## src/sv/sbsm_pkg.sv

```systemverilog
// Package for the serial bank switch mapper.
// Holds request and target codes, the mapper state record and fixed constants.
// No dependencies.
package sbsm_pkg;

    // Bus access kinds
    typedef enum logic [1:0] {
        REQ_CPU_RD = 2'd0,
        REQ_CPU_WR = 2'd1,
        REQ_PPU_RD = 2'd2,
        REQ_PPU_WR = 2'd3
    } req_t;

    // Memory targets of a translated access
    typedef enum logic [1:0] {
        TGT_NONE    = 2'd0,
        TGT_PRG_RAM = 2'd1,
        TGT_PRG_ROM = 2'd2,
        TGT_CHR     = 2'd3
    } target_t;

    // Internal register chosen by address bits 14:13 on the fifth serial write
    typedef enum logic [1:0] {
        SEL_CONTROL = 2'd0,
        SEL_CHR_LO  = 2'd1,
        SEL_CHR_HI  = 2'd2,
        SEL_PRG     = 2'd3
    } reg_sel_t;

    // Configuration register indexes
    typedef enum logic {
        CFG_PRG_BANK_COUNT = 1'b0,
        CFG_CHR_RAM_MODE   = 1'b1
    } cfg_idx_t;

    localparam int OFFSET_W   = 18;
    localparam int PRG_OFS_W  = 14;   // 16K PRG bank
    localparam int CHR_OFS_W  = 12;   // 4K CHR bank
    localparam int SERIAL_LEN = 5;

    localparam logic [4:0] CONTROL_RESET   = 5'h0C;
    localparam logic [4:0] PRG_MODE_FORCE  = 5'h0C;
    localparam logic [4:0] PRG_COUNT_RESET = 5'd2;

    // Mapper state
    typedef struct packed {
        logic [4:0] shift_load;
        logic [2:0] write_count;
        logic [4:0] control;
        logic [4:0] chr_bank_lo;
        logic [4:0] chr_bank_hi;
        logic [4:0] prg_bank;
    } map_state_t;

    // One translated result
    typedef struct packed {
        target_t               target;
        logic [OFFSET_W-1:0]   mem_offset;
        logic                  mem_write;
        logic [7:0]            mem_data;
        logic [1:0]            mirroring;
    } result_t;

endpackage

```

## src/sv/sbsm_regs.sv

```systemverilog
// Mapper state registers: five-bit serial loader and the four bank/control registers.
// Depends on sbsm_pkg.
module sbsm_regs (
    input  logic                   clk,
    input  logic                   rst_n,
    input  logic                   advance,
    input  logic [1:0]             req_type,
    input  logic [15:0]            bus_addr,
    input  logic [7:0]             write_data,
    output sbsm_pkg::map_state_t   state,
    output logic [4:0]             control_next
);
    import sbsm_pkg::*;

    map_state_t state_reg;
    map_state_t state_next;
    logic       serial_wr;
    logic [4:0] shift_new;
    logic [2:0] count_new;

    assign serial_wr = advance && (req_t'(req_type) == REQ_CPU_WR) && bus_addr[15];
    assign shift_new = {write_data[0], state_reg.shift_load[4:1]};
    assign count_new = state_reg.write_count + 3'd1;

    // Shift in one bit per serial write, load the target on the fifth; bit 7 resets
    always_comb
    begin
        state_next = state_reg;
        if (serial_wr)
        begin
            if (write_data[7])
            begin
                state_next.shift_load  = '0;
                state_next.write_count = '0;
                state_next.control     = state_reg.control | PRG_MODE_FORCE;
            end
            else if (count_new >= 3'(SERIAL_LEN))
            begin
                state_next.shift_load  = '0;
                state_next.write_count = '0;
                unique case (reg_sel_t'(bus_addr[14:13]))
                    SEL_CONTROL: state_next.control     = shift_new;
                    SEL_CHR_LO:  state_next.chr_bank_lo = shift_new;
                    SEL_CHR_HI:  state_next.chr_bank_hi = shift_new;
                    SEL_PRG:     state_next.prg_bank    = shift_new;
                    default:     state_next.prg_bank    = shift_new;
                endcase
            end
            else
            begin
                state_next.shift_load  = shift_new;
                state_next.write_count = count_new;
            end
        end
    end

    always_ff @(posedge clk or negedge rst_n)
    begin
        if (!rst_n)
        begin
            state_reg.shift_load  <= '0;
            state_reg.write_count <= '0;
            state_reg.control     <= CONTROL_RESET;
            state_reg.chr_bank_lo <= '0;
            state_reg.chr_bank_hi <= '0;
            state_reg.prg_bank    <= '0;
        end
        else
        begin
            state_reg <= state_next;
        end
    end

    assign state        = state_reg;
    assign control_next = state_next.control;

endmodule

```

## src/sv/sbsm_xlate.sv

```systemverilog
// Address translation: bus access to target memory, physical offset and write strobe.
// Depends on sbsm_pkg.
module sbsm_xlate (
    input  logic [1:0]             req_type,
    input  logic [15:0]            bus_addr,
    input  logic [7:0]             write_data,
    input  sbsm_pkg::map_state_t   state,
    input  logic [4:0]             control_next,
    input  logic [4:0]             prg_bank_count,
    input  logic                   chr_ram_mode,
    output sbsm_pkg::result_t      result
);
    import sbsm_pkg::*;

    req_t        kind;
    logic [3:0]  last_bank;
    logic [3:0]  prg_bank;
    logic [4:0]  chr_bank;
    logic        prg_upper;
    logic        chr_upper;
    logic [OFFSET_W-1:0] prg_ofs;
    logic [OFFSET_W-1:0] chr_ofs;

    assign kind      = req_t'(req_type);
    assign prg_upper = bus_addr[14];
    assign chr_upper = bus_addr[12];

    // Last PRG bank, clamped to the supported range
    always_comb
    begin
        if (prg_bank_count == 5'd0)
            last_bank = 4'd0;
        else if (prg_bank_count > 5'd16)
            last_bank = 4'd15;
        else
            last_bank = 4'(prg_bank_count - 5'd1);
    end

    // PRG bank select by PRG mode
    always_comb
    begin
        unique case (state.control[3:2])
            2'd0, 2'd1: prg_bank = {state.prg_bank[3:1], prg_upper};
            2'd2:       prg_bank = prg_upper ? state.prg_bank[3:0] : 4'd0;
            2'd3:       prg_bank = prg_upper ? last_bank : state.prg_bank[3:0];
            default:    prg_bank = 4'd0;
        endcase
    end

    // CHR bank select: one 8K window or two 4K windows
    always_comb
    begin
        if (!state.control[4])
            chr_bank = {state.chr_bank_lo[4:1], chr_upper};
        else
            chr_bank = chr_upper ? state.chr_bank_hi : state.chr_bank_lo;
    end

    assign prg_ofs = {prg_bank, bus_addr[PRG_OFS_W-1:0]};
    assign chr_ofs = {1'b0, chr_bank, bus_addr[CHR_OFS_W-1:0]};

    // Decode the access
    always_comb
    begin
        result            = '0;
        result.target     = TGT_NONE;
        result.mirroring  = control_next[1:0];
        if (kind == REQ_CPU_RD || kind == REQ_CPU_WR)
        begin
            if (bus_addr[15:13] == 3'b011)
            begin
                result.target     = TGT_PRG_RAM;
                result.mem_offset = {5'd0, bus_addr[12:0]};
                result.mem_write  = (kind == REQ_CPU_WR);
            end
            else if (bus_addr[15] && kind == REQ_CPU_RD)
            begin
                result.target     = TGT_PRG_ROM;
                result.mem_offset = prg_ofs;
            end
        end
        else if (bus_addr[15:13] == 3'b000)
        begin
            if (kind == REQ_PPU_RD || chr_ram_mode)
            begin
                result.target     = TGT_CHR;
                result.mem_offset = chr_ofs;
                result.mem_write  = (kind == REQ_PPU_WR);
            end
        end
        result.mem_data = result.mem_write ? write_data : 8'd0;
    end

endmodule

```

## src/sv/serial_bank_switch_mapper_top.sv

```systemverilog
// Serial bank switch mapper: top level with input and result registers and config port.
// Depends on sbsm_pkg, sbsm_regs and sbsm_xlate.
//
// Usage:
//   Request channel (req_valid / req_stall) carries one bus access per
//   transaction: req_type, bus_addr, write_data. Response channel
//   (rsp_valid / rsp_stall) returns target, mem_offset, mem_write, mem_data
//   and mirroring for each access, in order, one response per request.
//   Configuration: cfg_valid with cfg_index / cfg_data; cfg_ready is always
//   high. Index 0 is the PRG bank count, index 1 the CHR RAM enable.
//   An accepted access sits in the input register; the translation is then
//   computed and captured in the result register when it advances.
//   Throughput is one access per cycle while rsp_stall is low, set by the
//   single translation pass between the two registers; mapper state is
//   updated in the same pass, so each access sees all earlier ones.
//   When rsp_stall is high a full result register holds, the input register
//   keeps one more access, and req_stall rises only while both are full.
//   Reset clears both valid flags, loads control 0x0C, clears the bank and
//   serial registers, and sets the PRG bank count to 2 and CHR RAM off.
module serial_bank_switch_mapper_top (
    input  logic        clk,
    input  logic        rst_n,
    input  logic        req_valid,
    output logic        req_stall,
    input  logic [1:0]  req_type,
    input  logic [15:0] bus_addr,
    input  logic [7:0]  write_data,
    output logic        rsp_valid,
    input  logic        rsp_stall,
    output logic [1:0]  target,
    output logic [17:0] mem_offset,
    output logic        mem_write,
    output logic [7:0]  mem_data,
    output logic [1:0]  mirroring,
    input  logic        cfg_valid,
    output logic        cfg_ready,
    input  logic        cfg_index,
    input  logic [4:0]  cfg_data
);
    import sbsm_pkg::*;

    logic        in_valid_reg;
    logic [1:0]  in_type_reg;
    logic [15:0] in_addr_reg;
    logic [7:0]  in_data_reg;
    logic        out_valid_reg;
    result_t     out_reg;
    result_t     result_next;
    logic        advance;
    logic        in_load;
    logic [4:0]  prg_count_reg;
    logic        chr_ram_reg;
    map_state_t  state;
    logic [4:0]  control_next;

    // Move the held access into the result register when it is empty or not stalled
    assign advance   = in_valid_reg && (!out_valid_reg || !rsp_stall);
    assign req_stall = in_valid_reg && !advance;
    assign in_load   = req_valid && !req_stall;
    assign cfg_ready = 1'b1;

    // Input register
    always_ff @(posedge clk or negedge rst_n)
    begin
        if (!rst_n)
            in_valid_reg <= 1'b0;
        else if (in_load)
            in_valid_reg <= 1'b1;
        else if (advance)
            in_valid_reg <= 1'b0;
    end

    always_ff @(posedge clk)
    begin
        if (in_load)
        begin
            in_type_reg <= req_type;
            in_addr_reg <= bus_addr;
            in_data_reg <= write_data;
        end
    end

    // Configuration registers
    always_ff @(posedge clk or negedge rst_n)
    begin
        if (!rst_n)
        begin
            prg_count_reg <= PRG_COUNT_RESET;
            chr_ram_reg   <= 1'b0;
        end
        else if (cfg_valid && cfg_ready)
        begin
            unique case (cfg_idx_t'(cfg_index))
                CFG_PRG_BANK_COUNT: prg_count_reg <= cfg_data;
                CFG_CHR_RAM_MODE:   chr_ram_reg   <= cfg_data[0];
                default:            prg_count_reg <= cfg_data;
            endcase
        end
    end

    sbsm_regs u_regs (
        .clk          (clk),
        .rst_n        (rst_n),
        .advance      (advance),
        .req_type     (in_type_reg),
        .bus_addr     (in_addr_reg),
        .write_data   (in_data_reg),
        .state        (state),
        .control_next (control_next)
    );

    sbsm_xlate u_xlate (
        .req_type       (in_type_reg),
        .bus_addr       (in_addr_reg),
        .write_data     (in_data_reg),
        .state          (state),
        .control_next   (control_next),
        .prg_bank_count (prg_count_reg),
        .chr_ram_mode   (chr_ram_reg),
        .result         (result_next)
    );

    // Result register
    always_ff @(posedge clk or negedge rst_n)
    begin
        if (!rst_n)
            out_valid_reg <= 1'b0;
        else if (advance)
            out_valid_reg <= 1'b1;
        else if (!rsp_stall)
            out_valid_reg <= 1'b0;
    end

    always_ff @(posedge clk)
    begin
        if (advance)
            out_reg <= result_next;
    end

    assign rsp_valid  = out_valid_reg;
    assign target     = out_reg.target;
    assign mem_offset = out_reg.mem_offset;
    assign mem_write  = out_reg.mem_write;
    assign mem_data   = out_reg.mem_data;
    assign mirroring  = out_reg.mirroring;

endmodule
```

## config.mk

```make
export PLATFORM = sky130hd
export DESIGN_NAME = serial_bank_switch_mapper_top
export DESIGN_NICKNAME = d
export VERILOG_FILES = /design/src/sv/sbsm_pkg.sv /design/src/sv/sbsm_regs.sv /design/src/sv/sbsm_xlate.sv /design/src/sv/serial_bank_switch_mapper_top.sv
export SDC_FILE = /design/constraint.sdc
export NUM_CORES = 1
export LEC_CHECK = 0
export BUFFER_PORTS_ARGS = -buffer_cell sky130_fd_sc_hd__buf_2
export CORE_MARGIN = 5
export CORE_UTILIZATION = 55
export CTS_CLUSTER_DIAMETER = 200
export DETAILED_ROUTE_END_ITERATION = 8
export PLACE_DENSITY_LB_ADDON = 0.3
export SETUP_SLACK_MARGIN = 0.02
export SYNTH_ARGS = -nofsm -noshare
export SYNTH_HDL_FRONTEND = slang
export SYNTH_SLANG_ARGS = --single-unit
```

## constraint.sdc

```tcl
create_clock -name clk -period 3.6 [get_ports clk]
set_input_delay 0.72 -clock clk [delete_from_list [all_inputs] [get_ports clk]]
set_output_delay 0.72 -clock clk [all_outputs]
set_load 0.05 [all_outputs]
```

After elaboration in Yosys (flattened, before gate mapping). Cells that the tools add are included.

Bits in registers: 93.

Add/subtract/negate cells: 2. Magnitude comparators: 2. Equality and inequality tests: 11. Muxes and demuxes: 26. Bitwise operators: 2. Reductions and logical operators: 29.

Operators with widths (number): $mux 21 (3); $mux 20 (3); $mux 5 (6); $mux 17 (1); $mux 4 (4); $reduce_and 4->1 (4); $mux 15 (1); $mux 13 (1); $eq 2x2->1 const B (6); $pmux 4 s3 (1); $mux 8 (1); $eq 2x1->1 const B (3); $logic_and 1x1->1 (6); $logic_not 2->1 (3); $reduce_bool 2->1 (3); $gt 5x5->1 const B (1); $logic_not 5->1 (1); $mux 1 (5); $logic_not 1->1 (4); $reduce_and 2->1 (2); $sub 4x1->4 const B (1); $add 3x1->3 const B (1); $eq 3x2->1 const B (1); $ge 3x3->1 const B (1); other kinds (6) (9).

Depth between registers and ports, before layout.
Word-level depth: 8. Depth in mapped cells: 6. Depth with buffers taken out: 6.

By module. From an unflattened synthesis, not the netlist that was laid out.

Cell total of the unflattened synthesis: 261. Area total of the unflattened synthesis: 3842.4 um2.

Modules (own cells, without submodules): serial_bank_switch_mapper_top (times used 1, cells an instance 81, area each 2045.7 um2, seq. area each 1913.1 um2); sbsm_regs (times used 1, cells an instance 98, area each 1272.5 um2, seq. area each 703.2 um2); sbsm_xlate (times used 1, cells an instance 82, area each 524.3 um2, seq. area each 0.0 um2).

Worst setup path after synthesis. OpenSTA, ideal clock, no wires.

Path type: input to register. Start: input rsp_stall. End: register out_reg, in the netlist mirroring[0] (data pin). Arrival: 2.737 ns. Required time: 3.337 ns. Slack: 0.600 ns. Stages on the path: 5. Path buffers: 1. Path through: a21boi_2 > nand3_4 > buf_6 > nor3_2 > mux2_2.

Longest elaborated chain between the ends: 6.

RTL lines: start: declaration (RTL line serial_bank_switch_mapper_top.sv:29) `input logic rsp_stall,`; $logic_not 1->1; $logic_or 1x1->1 (RTL line serial_bank_switch_mapper_top.sv:57) `assign advance = in_valid_reg && (!out_valid_reg || !rsp_stall);`; $logic_and 1x1->1 (RTL line serial_bank_switch_mapper_top.sv:57); $logic_and 1x1->1 (2 in a row) (RTL line sbsm_regs.sv:21) `assign serial_wr = advance && (req_t'(req_type) == REQ_CPU_WR) && bus_addr[15];`; $mux 17 (RTL line sbsm_regs.sv:29) `if (serial_wr)`; named net control_next[0] (RTL line serial_bank_switch_mapper_top.sv:54) `logic [4:0] control_next;`; end signal: assignment (RTL line serial_bank_switch_mapper_top.sv:137) `out_reg <= result_next;`; end: declaration (RTL line serial_bank_switch_mapper_top.sv:47) `result_t out_reg;`.

The timed path passes the listed nets, and every way through them passes these cells. A chain may end at the register's enable or synchronous reset.

Final worst setup path.
Start: register u_regs.state_reg, in the netlist u_regs.state[20]. End: register out_reg, in the netlist mirroring[0] (data pin).

Longest elaborated chain between the ends: 5.

RTL lines: start: declaration (RTL line sbsm_regs.sv:15) `map_state_t state_reg;`; start signal: assignment (RTL line sbsm_regs.sv:70) `state_reg <= state_next;`; $add 3x1->3 (RTL line sbsm_regs.sv:23) `assign count_new = state_reg.write_count + 3'd1;`; $ge 3x3->1 (RTL line sbsm_regs.sv:37) `else if (count_new >= 3'(SERIAL_LEN))`; $mux 20 (RTL line sbsm_regs.sv:37); $mux 13 (RTL line sbsm_regs.sv:31) `if (write_data[7])`; $mux 17 (RTL line sbsm_regs.sv:29); named net control_next[0] (RTL line serial_bank_switch_mapper_top.sv:54).

The timed path passes the listed nets, and every way through them passes these cells. The select of a mux whose other input is x is not followed.

==> flow_summary_export.csv <==
group,metric,value,unit
routing,routed_wl,6747,um
setup_path,crit_fanout,5,
routing,wl_per_cell,15.88,um
yosys,avgSynthCellArea,14.21,um2
clock_tree,clk_pin_slew_worst_paths,0.09,ns
clock_tree,clockBufferDepth,2,
setup_path,crit_slowest_cell,"or3b_2",
timing,final.min_clock_period,2.164,ns
clock_tree,worstSkewPairLatency,0.36,ns
final_layout,fill_cells,524,
outcome,outcome,"completed",
yosys,syn_nets,304,
place,numPortBuffers,69,
timing,fin_crit_sh,60.12,%
global_route,antenna_found_initial,0,
die,dieArea,0.008572,mm2
setup_path,criticalPathCategory,"flip-flop to flip-flop",
timing,fmax,462.1,MHz
global_route,gr-usage-met3,5.037,%
setup_path,reg2reg_depth,6,
hold_path,min_path_type,"primary input to async pin",
place,hpwl,4998,um
setup_path,cp-end-kind,"flip-flop",
global_route,gr-usage-met1,22.74,%
global_route,grt-busiest-layer,"met2",
clock_tree,cts_setup_buffers,0,
global_route,overflow,0,
global_route,gr-usage-met2,27.79,%
final_layout,fin_nets,380,
setup_path,cp.required,3.71,ns
setup_path,critical_path.max_stage_delay,0.50,ns
die,rows,30,
final_layout,diodes,0,
setup_path,path_cells,"inv_1 -> ha_1 -> or3b_2 -> nand3_1 -> nor3_2 -> mux2_2",
pwr,power-per-cell-area,499.8,mW/mm2
timing,holdWs,0.4163,ns
routing,dr_total_vias,2272,
pwr,p_total,2183,uW
yosys,ys_seq_area_share,68.41,%
timing,worstMarginPinSlew,0.9032,ns
global_route,grt_first_pass_wirelength,11210,um
timing,setup_tns,0,ns
timing,rsz0062_at_grt,"false",
clock_tree,cts-htree-levels,3,
setup_path,critPathBufInv,1,
setup_path,timing.rr.start,"u_regs.state[20]$_DFFE_PN0P_",
die,ioPinCount,71,
clock_tree,clkSinkCount,91,
final_layout,finalInstanceArea,0.004368,mm2
setup_path,r2r_slack,1.44,ns
die,initial_core_util,55.83,%
place,gp_congestion,0.8251,
setup_path,crit_path_start_kind,"flip-flop",
timing,hold_viol,0,
setup_path,cp_num_cells,6,
yosys,ys_warn_count,0,
routing,vias_per_cell,5.346,
final_layout,final_cells,425,
place,dp_cells,409,
pwr,ir_drop,298.2,uV
timing,slew_viol_final,0,
global_route,grt_max_degree,35,
clock_tree,post_cts_resize_count,0,
clock_tree,holdBufCountCts,0,
pwr,p_leak,0.001864,uW
final_layout,largest_register_ff_count,26,
final_layout,syn_to_final_growth,16.44,%
yosys,yosys_register_bits,91,
setup_path,cp.arrival,2.28,ns
timing,relSlewSlack,39.66,%
routing,ant_nets,0,
die,die_h,92.59,um
timing,setup_viol,0,
clock_tree,cts_tree,"built",
place,dpl_cell_area,0.004187,mm2
yosys,syn-cell-area,0.003751,mm2
routing,firstDrtPassIters,4,
global_route,grt_pass1_vias,2303,
job,drv_cap,0,
final_layout,final_common_cell,"buf_2",
final_layout,multi_input_area,0.001104,mm2
routing,drt-initial-drc-count,157,
yosys,async_reset_ff_share,37.36,%
timing,finClkSkew,0.008385,ns
routing,drc,0,
clock_tree,cts_buffers,9,
final_layout,mostFrequentLayoutCells,"buf_2, edfxtp_1, dfrtp_1, nand2_1, and2_1",
die,core_area,0.006719,mm2
global_route,grt_use_total,17.25,%
clock_tree,root_buffer,"clkbuf_8",
yosys,netlist_instances,264,
yosys,synth_edf_count,57,
setup_path,cp_top_family,"simple AND/OR/NAND/NOR gates",
final_layout,drive_gt1_share,34.49,%
final_layout,regArea,0.002566,mm2
die,die_x,92.59,um
yosys,synth_cell_type_count,47,
setup_path,r2r_end,"mirroring[0]$_DFFE_PP_",
yosys,synthFlopType,"edfxtp_1",
[cell type report]
cell class | count | area share, %
tap | 80 | 2.292
clock buffer | 9 | 2.836
sequential | 91 | 58.75
multi-input combinational | 153 | 25.26
inverter | 13 | 1.117
timing repair buffer | 72 | 8.422
clock inverter | 7 | 1.318
[synth_stat cells (2+ instances only)]
master    count  area [um2]
o21ai_0      19       95.09
nand3_1       3       15.01
dfrtp_1      31       775.7
mux2_2       19       214.0
o32ai_1       2       17.52
a31oi_1       2       12.51
nor4_1        3       18.77
and3_1        2       12.51
a221oi_1      2       17.52
nand2_1      22       82.58
and2_1       21       131.4
nand2b_1      5       31.28
clkbuf_1      3       11.26
ha_1          3       37.54
inv_1        13       48.80
nor3b_1       2       15.01
nor3_1        2       10.01
nor2_1        6       22.52
nor4_4        3       63.81
nor2b_1       2       12.51
dfstp_2       3       78.83
xor2_1        2       17.52
o31ai_1       2       15.01
edfxtp_1     57        1712
a311oi_1      3       26.28
a21oi_1       7       35.03
mux2i_1       5       50.05
[metal layers]
layer / wire, um / up-vias
met5: 0 / -
met4: 70 / 0
met3: 372 / 8
met2: 3467 / 62
met1: 2836 / 1087
li1: - / 1115
[power breakdown]
group / internal, uW / switching (uW) / total [uW]
sequential: 1190 / 49.6 / 1240
combinational: 88.7 / 213 / 302
clock: 263 / 375 / 638
[worst max-delay path by stage]
| stage | from | endpoint | slack, ns |
|---|---|---|---|
| 6_report | u_regs.state[20]$_DFFE_PN0P_ | mirroring[0]$_DFFE_PP_ | 1.44 |
| 5_1_grt | in_addr_reg[14]$_DFFE_PP_ | mem_data[4]$_SDFFCE_PN0P_ | 1.21 |
| 4_1_cts | in_addr_reg[14]$_DFFE_PP_ | mem_data[6]$_SDFFCE_PN0P_ | 1.40 |
| 3_5_place_dp | rsp_stall | u_regs.state[22]$_DFFE_PN0P_ | 1.22 |
| 3_3_place_gp | rsp_stall | u_regs.state[22]$_DFFE_PN0P_ | 1.33 |
| 2_1_floorplan | rsp_stall | mirroring[0]$_DFFE_PP_ | 0.60 |
[stage by stage]
| stage | setup WS [ns] | utilization, % |
|---|---|---|
| after floorplan | 0.6004 | - |
| after global placement | 1.331 | 62.31 |
| after detailed placement | 1.223 | 62.31 |
| after CTS | 1.396 | 65.01 |
| after global routing | 1.214 | 65.01 |
| final | 1.436 | 65.01 |
[kinds of logic after synthesis]
group | count (synthesis) | synth area share [%]
muxes | 24 | 7.038
and+or+nand+nor | 81 | 13.64
buffers and inverters | 20 | 2.368
AOI/OAI and AO/OA | 42 | 6.972
adders and majority gates | 3 | 1.001
DFF | 91 | 68.41
xor gates and xnor gates | 2 | 0.4671
other | 1 | 0.09997
Power figures use the tool's default switching activity.
